<file path="config.mk">
export PLATFORM = sky130hd
export DESIGN_NAME = spiral_wipe_cell_alpha
export DESIGN_NICKNAME = d
export VERILOG_FILES = /design/src/hdl/swca_pkg.sv /design/src/hdl/swca_ring.sv /design/src/hdl/swca_alpha.sv /design/src/hdl/spiral_wipe_cell_alpha.sv
export SDC_FILE = /design/constraint.sdc
export NUM_CORES = 2
export LEC_CHECK = 0
export BUFFER_PORTS_ARGS = -buffer_cell sky130_fd_sc_hd__clkbuf_2
export CAP_MARGIN = 10
export CORE_MARGIN = 2
export CORE_UTILIZATION = 60
export CTS_CLUSTER_SIZE = 24
export DETAILED_ROUTE_END_ITERATION = 16
export PLACE_DENSITY = 0.77
export SLEW_MARGIN = 10
export SYNTH_ARGS = -nofsm -noshare
export SYNTH_HDL_FRONTEND = slang
export SYNTH_HIERARCHICAL = 1
export SYNTH_SLANG_ARGS = --single-unit
</file>
<file path="constraint.sdc">
create_clock -name clk -period 13 [get_ports clk]
set_input_delay 2.6 -clock clk [delete_from_list [all_inputs] [get_ports clk]]
set_output_delay 2.6 -clock clk [all_outputs]
set_load 0.03 [all_outputs]
</file>
<file path="src/hdl/swca_pkg.sv">
// ----------------------------------------------------------------------------
// swca_pkg
// shared widths, register codes and the ring term bundle for the spiral
// wipe cell alpha pipeline
// ----------------------------------------------------------------------------
`timescale 1ns / 1ps

package swca_pkg;

  localparam int COORD_WIDTH_DEF = 8;
  localparam int SIZE_W          = 8;
  localparam int POS_W           = 9;
  localparam int TERM_W          = 16;
  localparam int RATIO_W         = 17;
  localparam int ALPHA_W         = 17;
  localparam int ALPHA_FRAC      = 16;
  localparam int GRAY_W          = 8;
  localparam int ORDER_W         = 15;
  localparam int CFG_IDX_W       = 2;
  localparam int PIPE_DEPTH      = 6;

  localparam logic [ALPHA_W-1:0] ALPHA_ONE        = ALPHA_W'(1) << ALPHA_FRAC;
  localparam logic [SIZE_W-1:0]  GRID_WIDTH_RST   = SIZE_W'(8);
  localparam logic [SIZE_W-1:0]  GRID_HEIGHT_RST  = SIZE_W'(5);
  localparam logic [RATIO_W-1:0] FADE_RATIO_RST   = '0;

  typedef enum logic [CFG_IDX_W-1:0] {
    REG_GRID_WIDTH  = 2'd0,
    REG_GRID_HEIGHT = 2'd1,
    REG_FADE_RATIO  = 2'd2
  } cfg_reg_t;

  typedef struct packed {
    logic              oog;
    logic [TERM_W-1:0] outer_k;
    logic [TERM_W-1:0] fold_k;
    logic [POS_W-1:0]  pos;
    logic [TERM_W-1:0] outer_l;
    logic [TERM_W-1:0] fold_l;
    logic [POS_W-1:0]  count_l;
  } ring_terms_t;

endpackage

</file>
<file path="src/hdl/swca_ring.sv">
// ----------------------------------------------------------------------------
// swca_ring
// ring geometry: grid check, ring index, position on the ring and the
// outer ring counts for the cell and for the innermost ring
// ----------------------------------------------------------------------------
`timescale 1ns / 1ps

module swca_ring import swca_pkg::*; #(
  parameter int COORD_WIDTH = COORD_WIDTH_DEF
) (
  input  logic                   clk,
  input  logic                   en,
  input  logic [SIZE_W-1:0]      grid_w,
  input  logic [SIZE_W-1:0]      grid_h,
  input  logic [COORD_WIDTH-1:0] cell_x,
  input  logic [COORD_WIDTH-1:0] cell_y,
  output ring_terms_t            terms
);

  localparam int CMP_W = (COORD_WIDTH > SIZE_W) ? COORD_WIDTH : SIZE_W;

  function automatic logic [SIZE_W-1:0] min_size(input logic [SIZE_W-1:0] a,
                                                 input logic [SIZE_W-1:0] b);
    return (a < b) ? a : b;
  endfunction

  function automatic logic [POS_W-1:0] ring_pos(input logic [SIZE_W-1:0] cx,
                                                input logic [SIZE_W-1:0] cy,
                                                input logic [SIZE_W-1:0] lw,
                                                input logic [SIZE_W-1:0] lh);
    logic [POS_W-1:0] p;
    if (lw == SIZE_W'(1)) begin
      p = (cy < (lh >> 1)) ? POS_W'(cy) : POS_W'(lh - SIZE_W'(1) - cy);
    end else if (lh == SIZE_W'(1)) begin
      p = (cx < (lw >> 1)) ? POS_W'(cx) : POS_W'(lw - SIZE_W'(1) - cx);
    end else if (cy == '0) begin
      p = POS_W'(cx);
    end else if (cy == lh - SIZE_W'(1)) begin
      p = POS_W'(lw - SIZE_W'(1) - cx);
    end else if (cx == '0) begin
      p = POS_W'(lw) + POS_W'(lh) - POS_W'(2) - POS_W'(cy);
    end else begin
      p = POS_W'(lw) + POS_W'(cy) - POS_W'(1);
    end
    return p;
  endfunction

  function automatic logic [POS_W-1:0] ring_count(input logic [SIZE_W-1:0] lw,
                                                  input logic [SIZE_W-1:0] lh);
    logic [POS_W-1:0] c;
    if (lw == SIZE_W'(1)) begin
      c = (POS_W'(lh) + POS_W'(1)) >> 1;
    end else if (lh == SIZE_W'(1)) begin
      c = (POS_W'(lw) + POS_W'(1)) >> 1;
    end else begin
      c = POS_W'(lw) + POS_W'(lh) - POS_W'(2);
    end
    return c;
  endfunction

  // stage one: grid check and ring index
  logic              oog_in;
  logic [SIZE_W-1:0] x_in;
  logic [SIZE_W-1:0] y_in;
  logic [SIZE_W-1:0] k_in;
  logic [SIZE_W-1:0] m_in;

  logic              st1_oog;
  logic [SIZE_W-1:0] st1_x;
  logic [SIZE_W-1:0] st1_y;
  logic [SIZE_W-1:0] st1_k;
  logic [SIZE_W-1:0] st1_l;

  always_comb begin
    oog_in = (CMP_W'(cell_x) >= CMP_W'(grid_w)) || (CMP_W'(cell_y) >= CMP_W'(grid_h));
    x_in   = SIZE_W'(cell_x);
    y_in   = SIZE_W'(cell_y);
    k_in   = min_size(min_size(x_in, grid_w - SIZE_W'(1) - x_in),
                      min_size(y_in, grid_h - SIZE_W'(1) - y_in));
    m_in   = min_size(grid_w, grid_h);
  end

  always_ff @(posedge clk) begin
    if (en) begin
      st1_oog <= oog_in;
      st1_x   <= x_in;
      st1_y   <= y_in;
      st1_k   <= k_in;
      st1_l   <= (m_in - SIZE_W'(1)) >> 1;
    end
  end

  // stage two: ring sizes, position and outer ring counts
  logic [POS_W-1:0]  span;
  logic [SIZE_W-1:0] lw_k;
  logic [SIZE_W-1:0] lh_k;
  logic [SIZE_W-1:0] lw_l;
  logic [SIZE_W-1:0] lh_l;
  ring_terms_t       terms_next;

  always_comb begin
    span = POS_W'(grid_w) + POS_W'(grid_h) - POS_W'(2);
    lw_k = grid_w - (st1_k << 1);
    lh_k = grid_h - (st1_k << 1);
    lw_l = grid_w - (st1_l << 1);
    lh_l = grid_h - (st1_l << 1);
    terms_next.oog     = st1_oog;
    terms_next.outer_k = TERM_W'(st1_k) * TERM_W'(span);
    terms_next.fold_k  = (TERM_W'(st1_k) * TERM_W'(st1_k - SIZE_W'(1))) << 1;
    terms_next.pos     = ring_pos(st1_x - st1_k, st1_y - st1_k, lw_k, lh_k);
    terms_next.outer_l = TERM_W'(st1_l) * TERM_W'(span);
    terms_next.fold_l  = (TERM_W'(st1_l) * TERM_W'(st1_l - SIZE_W'(1))) << 1;
    terms_next.count_l = ring_count(lw_l, lh_l);
  end

  always_ff @(posedge clk) begin
    if (en) begin
      terms <= terms_next;
    end
  end

endmodule

</file>
<file path="src/hdl/swca_alpha.sv">
// ----------------------------------------------------------------------------
// swca_alpha
// order and total count, fade product, clamp to alpha and gray scaling
// ----------------------------------------------------------------------------
`timescale 1ns / 1ps

module swca_alpha import swca_pkg::*; (
  input  logic               clk,
  input  logic               en,
  input  logic [RATIO_W-1:0] fade_ratio,
  input  ring_terms_t        terms,
  output logic [ALPHA_W-1:0] alpha,
  output logic [GRAY_W-1:0]  gray_level,
  output logic [ORDER_W-1:0] fade_order,
  output logic               out_of_grid
);

  localparam int PROD_W  = RATIO_W + TERM_W;
  localparam int SCALE_W = ALPHA_W + GRAY_W;

  logic              st3_oog;
  logic [TERM_W-1:0] st3_order;
  logic [TERM_W-1:0] st3_total;

  logic              st4_oog;
  logic [TERM_W-1:0] st4_order;
  logic [PROD_W-1:0] st4_lead;
  logic [PROD_W-1:0] st4_drain;

  logic               st5_oog;
  logic [TERM_W-1:0]  st5_order;
  logic [ALPHA_W-1:0] st5_alpha;

  logic [PROD_W-1:0]  diff;
  logic [ALPHA_W-1:0] alpha_next;
  logic [SCALE_W-1:0] scaled;

  always_comb begin
    diff = st4_lead - st4_drain;
    if (st4_lead < st4_drain) begin
      alpha_next = '0;
    end else if (diff > PROD_W'(ALPHA_ONE)) begin
      alpha_next = ALPHA_ONE;
    end else begin
      alpha_next = ALPHA_W'(diff);
    end
    // alpha * 255 as a shift and subtract
    scaled = (SCALE_W'(st5_alpha) << GRAY_W) - SCALE_W'(st5_alpha);
  end

  always_ff @(posedge clk) begin
    if (en) begin
      st3_oog   <= terms.oog;
      st3_order <= terms.outer_k - terms.fold_k + TERM_W'(terms.pos);
      st3_total <= terms.outer_l - terms.fold_l + TERM_W'(terms.count_l);

      st4_oog   <= st3_oog;
      st4_order <= st3_order;
      st4_lead  <= PROD_W'(({1'b0, st3_order} + (TERM_W+1)'(1))) << ALPHA_FRAC;
      st4_drain <= PROD_W'(fade_ratio) * PROD_W'(st3_total);

      st5_oog   <= st4_oog;
      st5_order <= st4_order;
      st5_alpha <= alpha_next;

      out_of_grid <= st5_oog;
      alpha       <= st5_oog ? '0 : st5_alpha;
      gray_level  <= st5_oog ? '0 : scaled[ALPHA_FRAC+GRAY_W-1:ALPHA_FRAC];
      fade_order  <= st5_oog ? '0 : st5_order[ORDER_W-1:0];
    end
  end

endmodule

</file>
<file path="src/hdl/spiral_wipe_cell_alpha.sv">
// ----------------------------------------------------------------------------
// spiral_wipe_cell_alpha
// throughput: one cell word per cycle, the whole pipeline advances together
// and holds while the result word waits
// reset: clears the pipeline valid bits and loads grid 8 x 5, fade ratio 0
// ----------------------------------------------------------------------------
`timescale 1ns / 1ps

module spiral_wipe_cell_alpha import swca_pkg::*; #(
  parameter int COORD_WIDTH = COORD_WIDTH_DEF
) (
  input  logic                   clk,
  input  logic                   rst,
  input  logic                   cfg_valid,
  output logic                   cfg_ready,
  input  logic [CFG_IDX_W-1:0]   cfg_index,
  input  logic [RATIO_W-1:0]     cfg_data,
  input  logic                   cell_valid,
  output logic                   cell_ready,
  input  logic [COORD_WIDTH-1:0] cell_x,
  input  logic [COORD_WIDTH-1:0] cell_y,
  output logic                   result_valid,
  input  logic                   result_ready,
  output logic [ALPHA_W-1:0]     alpha,
  output logic [GRAY_W-1:0]      gray_level,
  output logic [ORDER_W-1:0]     fade_order,
  output logic                   out_of_grid
);

  localparam int EXT_W = (COORD_WIDTH > SIZE_W) ? COORD_WIDTH : SIZE_W;

  logic [SIZE_W-1:0]     grid_width;
  logic [SIZE_W-1:0]     grid_height;
  logic [RATIO_W-1:0]    fade_ratio;
  logic [PIPE_DEPTH-1:0] valid_pipe;
  logic                  advance;

  logic [EXT_W-1:0]  width_ext;
  logic [EXT_W-1:0]  height_ext;
  logic [SIZE_W-1:0] grid_w;
  logic [SIZE_W-1:0] grid_h;
  ring_terms_t       terms;

  // grid sizes seen through the coordinate width
  always_comb begin
    width_ext  = EXT_W'(grid_width);
    height_ext = EXT_W'(grid_height);
    grid_w     = SIZE_W'(width_ext[COORD_WIDTH-1:0]);
    grid_h     = SIZE_W'(height_ext[COORD_WIDTH-1:0]);
  end

  assign cfg_ready    = 1'b1;
  assign advance      = !valid_pipe[PIPE_DEPTH-1] || result_ready;
  assign cell_ready   = advance;
  assign result_valid = valid_pipe[PIPE_DEPTH-1];

  always_ff @(posedge clk) begin
    if (rst) begin
      grid_width  <= GRID_WIDTH_RST;
      grid_height <= GRID_HEIGHT_RST;
      fade_ratio  <= FADE_RATIO_RST;
      valid_pipe  <= '0;
    end else begin
      if (cfg_valid && cfg_ready) begin
        case (cfg_reg_t'(cfg_index))
          REG_GRID_WIDTH:  grid_width  <= cfg_data[SIZE_W-1:0];
          REG_GRID_HEIGHT: grid_height <= cfg_data[SIZE_W-1:0];
          REG_FADE_RATIO:  fade_ratio  <= cfg_data;
          default: ;
        endcase
      end
      if (advance) begin
        valid_pipe <= {valid_pipe[PIPE_DEPTH-2:0], cell_valid};
      end
    end
  end

  swca_ring #(
    .COORD_WIDTH(COORD_WIDTH)
  ) u_ring (
    .clk    (clk),
    .en     (advance),
    .grid_w (grid_w),
    .grid_h (grid_h),
    .cell_x (cell_x),
    .cell_y (cell_y),
    .terms  (terms)
  );

  swca_alpha u_alpha (
    .clk         (clk),
    .en          (advance),
    .fade_ratio  (fade_ratio),
    .terms       (terms),
    .alpha       (alpha),
    .gray_level  (gray_level),
    .fade_order  (fade_order),
    .out_of_grid (out_of_grid)
  );

  a_oog_zero: assert property (@(posedge clk) disable iff (rst)
    result_valid && out_of_grid |-> alpha == '0 && gray_level == '0 && fade_order == '0)
    else $error("out of grid word carries non-zero fields");

  a_alpha_range: assert property (@(posedge clk) disable iff (rst)
    result_valid |-> alpha <= ALPHA_ONE)
    else $error("alpha above one");

  a_gray_full: assert property (@(posedge clk) disable iff (rst)
    result_valid |-> ((alpha == ALPHA_ONE) == (gray_level == {GRAY_W{1'b1}})))
    else $error("gray level disagrees with full alpha");

  a_hold_stall: assert property (@(posedge clk) disable iff (rst)
    !advance |=> $stable(valid_pipe))
    else $error("pipeline moved while stalled");

endmodule
</file>
### Yosys cells after proc, flatten, opt, wreduce, memory -nomap -nowiden

Cells that the tools add are included.

* output and inout port bits: 44
* input port bits: 40
* logic and storage cells: 115
* register bits: 325

* equality and inequality tests: 7
* multipliers: 5
* muxes and demuxes: 14
* reduce and logical (&&, ||, !) cells: 11
* magnitude comparators: 10
* add/subtract/negate cells: 36

Operators by type and width (number)
* 8-bit subtractor: 8
* 9-bit 2-to-1 mux: 7
* 8-bit 2-to-1 mux: 6
* 8-bit by 8-bit adder with 9-bit output: 4
* 33-bit by 17-bit greater-than comparator with 1-bit output (second input constant): 1
* 33-bit less-than comparator: 1
* 17-bit by 16-bit multiplier with 33-bit output: 1
* 33-bit subtractor: 1
* 16-bit by 9-bit adder with 16-bit output: 2
* 8-bit by 1-bit equality test with 1-bit output (second input constant): 4
* 8-bit less-than comparator: 4
* 16-bit subtractor: 2
* 8-bit by 1-bit subtractor with 8-bit output (second input constant): 4
* 8-bit by 1-bit subtractor with 9-bit output (second input constant): 3
* 9-bit by 2-bit subtractor with 9-bit output (second input constant): 3
* 9-bit by 8-bit subtractor with 9-bit output: 3
* 24-bit by 17-bit subtractor with 24-bit output: 1
* 8-bit by 1-bit adder with 9-bit output (second input constant): 2
* 16-bit by 1-bit adder with 17-bit output (second input constant): 1
* 17-bit 2-to-1 mux: 1
* 8-bit >= comparator: 2
* 8-bit logical NOT: 2
* 8-bit by 7-bit less-than comparator with 1-bit output: 2
* 7-bit by 16-bit multiplier with 15-bit output: 1
* 13 further kinds: 17

### Longest topological paths before layout

* depth in word-level cells: 9
* gate-level depth with buffers: 27
* depth with buffers taken out: 26

### By module

Netlist, hierarchy kept.

Modules (own cells, without submodules)
* swca_ring: seq. area each 3333.2 µm², instances 1, cells an instance 2095, area each 19225.9 µm²
* swca_alpha: seq. area each 5195.0 µm², instances 1, cells an instance 1879, area each 18711.7 µm²
* spiral_wipe_cell_alpha: seq. area each 780.7 µm², instances 1, cells an instance 168, area each 1428.9 µm²

### Worst setup path after synthesis

No wires, ideal clock.

* path type: input-to-output
* start: input result_ready
* end: output cell_ready
* data arrival time: 8.550 ns
* stages: 2
* data required time: 10.400 ns
* path buffers: 0
* path slack: 1.850 ns
* path through: and2b_1 -> inv_1

* longest elaborated chain between the ends: 1

RTL lines
* start: declaration: RTL line spiral_wipe_cell_alpha.sv:23 `input logic result_ready,`
* 1-bit logical OR: RTL line spiral_wipe_cell_alpha.sv:53 `assign advance = !valid_pipe[PIPE_DEPTH-1] || result_ready;`
* end: declaration: RTL line spiral_wipe_cell_alpha.sv:19 `output logic cell_ready,`

No other way between the ends.

### Worst setup path after layout

* start: register fade_ratio[5]
* end: register u_alpha.st4_drain[32], data pin

* longest elaborated chain between the ends: 1

RTL lines
* start: declaration: RTL line spiral_wipe_cell_alpha.sv:34 `logic [RATIO_W-1:0] fade_ratio;`
* start signal: assignment: RTL line spiral_wipe_cell_alpha.sv:68 `REG_FADE_RATIO: fade_ratio <= cfg_data;`
* 17-bit by 16-bit multiplier with 33-bit output: RTL line swca_alpha.sv:60 `st4_drain <= PROD_W'(fade_ratio) * PROD_W'(st3_total);`
* end signal: assignment: RTL line swca_alpha.sv:60
* end: declaration: RTL line swca_alpha.sv:28 `logic [PROD_W-1:0] st4_drain;`

No other way between the ends.
A chain may end at the register's enable or synchronous reset.

==> summary.md <==
• **final hold slack** 0.413 ns
• **clock tree from TritonCTS** yes
• **port bufs** 82
• **Antenna Diode Count** 0
• **number of top-level design ports** 84
• **Unique masters post-synth** 96
• **startpoint of the most critical setup path** fade_ratio[5]
• **status** complete, no violations
• **unrepaired setup endpoints after global routing** false
• **f_max** 0.142 GHz
• **DRC viols** 0
• **crit path launch type** register
• **commonest cells in the netlist** sky130_fd_sc_hd__inv_1 (764), sky130_fd_sc_hd__ha_1 (533), sky130_fd_sc_hd__fa_1 (396)
• **cell type with the largest total area after synthesis** sky130_fd_sc_hd__edfxtp_1
• **Min-Delay Path Class** register to register
• **GRT Overall Usage** 0.263
• **maximum buffer depth of the clock tree** 3
• **Least-Margin Pin Slew** 1.14 ns
• **Worst R2R Start** fade_ratio[5]
• **number of enable flip-flop cells after synthesis** 284
• **Setup Buffers After CTS** 0
• **area growth from synthesis to final layout** 6.20%
• **most used flip-flop cell after synthesis** sky130_fd_sc_hd__edfxtp_1
• **Yosys warnings** 6
• **Total Routed Length** 86,900 um
• **pin count of the biggest net entering global routing** 86
• **fin crit share** 0.543
• **initial core utilization** 0.608
• **first-pass GRT wire length** 143,000 um
• **DRT antenna net count** 0
• **data required time at the worst endpoint** 13.33 ns
• **Hold Startpoint** u_alpha/st3_oog
• **Netlist Area Pre-Place** 0.0394 mm^2
• **element type at the critical path end** register
• **flip-flop and latch area** 0.00931 mm^2
• **share of the synthesized area in the top cell type** 0.217
• **crit path kind** register to register
• **Reg2Reg Capture Point** u_alpha/st4_drain[32]
• **number of clock buffers inserted by TritonCTS** 38
• **overall via count from detail_route** 28,100
• **Std-Cell Core Area** 0.0647 mm^2
• **final design area excluding fillers** 0.0418 mm^2
• **DIE WIDTH** 260 um
• **placer congestion estimate** 0.894
• **worst relative slew slack** 0.238
• **final-report max-slew violation count** 0
• **overflow left after global routing** 0
• **number of stages on the worst hold path** 0
• **routed vias/inst** 5.56
• **most frequent cell after synthesis** sky130_fd_sc_hd__inv_1
• **arrival time worst endpoint** 7.39 ns
• **average detailed-routed wire length per instance** 17.2 um
• **number of nets in the layout** 5,146
• **top post-synthesis cells by area** sky130_fd_sc_hd__edfxtp_1 (22%), sky130_fd_sc_hd__fa_1 (20%), sky130_fd_sc_hd__ha_1 (17%)
• **logic depth of the worst register-to-register path** 19
• **syn_area_per_cell** 9.50 um^2
• **Multi-input gate area** 0.0266 mm^2
• **minimum setup slack among reg-to-reg paths** 5.93 ns
• **H-Tree Depth** 2
• **Starting DRT DRC Count** 1,697
• **clock transition at the registers of the reported paths** 0.06 ns
• **iteration count of the initial detailed-routing pass** 5
• **worst skew pair latency** 0.59 ns
• **number of antenna violations at the first check in global routing** 0
• **post-cts hold buffer count** 0
• **Final setup violation count** 0
• **Row Count** 93
• **clock skew after layout** 0.0217 ns
• **Hold EP** u_alpha/st4_oog
• **#FFs+latches synth** 323
• **number of maximum-capacitance constraint violations** 0
• **share of layout cells above drive strength 1** 0.0506
• **post-layout min period** 7.07 ns
• **die area** 0.0677 mm^2
• **portion of the post-synthesis area used by sequential elements** 0.236
• **Sink Count** 323
• **cells after synthesis** 4,142
• **number of hold violations in the final report** 0
• **number of gates resized after CTS** 0
• **largest fanout on the critical path** 17
• **DP Wirelength** 67,700 um
• **summed negative setup slack over all endpoints** 0 ns
• **share of synthesized registers carrying an async set or reset** 0
• **# fillers** 5,400
• **via count of the first global-routing pass** 28,600
• **Vert. Die Dim** 260 um
• **clk root buf** sky130_fd_sc_hd__clkbuf_16
• **placement-stage cell area** 0.0405 mm^2
-- how the worst max path moves through the flow --
stage / slack, ns / cells after the start / endpoint
after floorplan: 1.85 / 2 / cell_ready
after global placement: 5.68 / 22 / u_ring/st1_k[0]
after detailed placement: 5.69 / 22 / u_ring/st1_k[0]
after CTS: 6.03 / 19 / u_alpha/st4_drain[32]
after global routing: 5.57 / 19 / u_alpha/st4_drain[32]
final: 5.93 / 19 / u_alpha/st4_drain[32]
-- cell families (layout without fill, tap and decap cells) --
kind of cell	after synthesis	in the layout	synth area share
flip-flops	323	323	0.236
adder cells (fa/ha/maj)	929	929	0.371
buffers and inverters	890	952	0.0871
AND/OR/NAND/NOR	1162	1162	0.149
other	2	5	0.000191
XOR/XNOR	253	253	0.0577
multiplexers	45	45	0.0119
AO/OA/AOI/OAI	538	538	0.0869
-- worst max-delay path, cell delays in order (launching register included) --
cell,delay [ns]
sky130_fd_sc_hd__dfxtp_1,0.89
sky130_fd_sc_hd__and2_1,0.26
sky130_fd_sc_hd__fa_1,0.45
sky130_fd_sc_hd__fa_1,0.52
sky130_fd_sc_hd__fa_1,0.52
sky130_fd_sc_hd__fa_1,0.52
sky130_fd_sc_hd__fa_1,0.54
sky130_fd_sc_hd__inv_1,0.05
sky130_fd_sc_hd__fa_1,0.53
sky130_fd_sc_hd__inv_1,0.04
sky130_fd_sc_hd__ha_1,0.39
sky130_fd_sc_hd__a21o_1,0.24
sky130_fd_sc_hd__a21o_1,0.20
sky130_fd_sc_hd__a2111oi_0,0.50
sky130_fd_sc_hd__nand3_1,0.23
sky130_fd_sc_hd__nand2_1,0.16
sky130_fd_sc_hd__o311ai_0,0.22
sky130_fd_sc_hd__a31o_2,0.29
sky130_fd_sc_hd__a21oi_1,0.18
sky130_fd_sc_hd__xnor2_1,0.08
-- final cells by class --
cell class	count	share of cell area
Multi-Input combinational cell	2932	0.637
Sequential cell	323	0.223
Inverter	774	0.0697
Clock buffer	53	0.0258
Tap cell	855	0.0256
Timing Repair Buffer	108	0.0145
Clock inverter	17	0.00452
-- stage by stage --
stage / utilization / std cells / worst slack (ns)
3_5_place_dp: 0.627 / 4992 / 5.69
5_1_grt: 0.646 / 5062 / 5.57
2_1_floorplan: - / 4145 / 1.85
4_1_cts: 0.646 / 5062 / 6.03
3_3_place_gp: 0.627 / 4992 / 5.68
6_report: 0.646 / 5062 / 5.93
-- layer usage --
metal | global-route usage | share of wire
met1 | 0.338 | 0.42
met2 | 0.468 | 0.50
met3 | 0.0298 | 0.045
met4 | 0.0787 | 0.027
met5 | 0 | 0
-- sequential cells by signal, indices dropped and copies added, names as in the netlist, 8 cells and up --
register            count
u_alpha/st5_order      15
u_alpha/st4_lead       17
grid_w                  8
u_ring/st1_y            8
grid_h                  8
u_alpha/gray_level      8
u_alpha/st3_order      16
u_alpha/alpha          17
u_alpha/st3_total      16
u_alpha/st4_drain      33
u_ring/terms           79
u_ring/st1_x            8
u_alpha/fade_order     15
u_ring/st1_k            8
u_alpha/st5_alpha      17
fade_ratio             17
u_alpha/st4_order      15
-- layout by cell type (no fill, tap or decap), drive strengths merged, types with 6 or more instances in the layout --
cell and count:
a21o 48, or3 22, o22ai 6, clkbuf 135
o21bai 35, clkinv 21, o31ai 9, nand4 19
and2 228, and3 24, nand2b 44, a21boi 14
or4 7, dfxtp 39, o21ai 87, a31oi 23
inv 768, nor3b 8, nand2 351, nor3 63
nor2b 74, a211oi 22, xor2 60, nand3b 11
xnor2 191, ha 533, o21a 16, a21oi 203
nor4 15, buf 26, or2 8, mux2i 39
nand3 57, o2111ai 10, edfxtp 284, nor2 214
nand4b 6, o211ai 27, fa 396
Power is left out: the tool's default activity adds up to more than one toggle a clock period on the data nets, which glitch-free logic cannot reach.
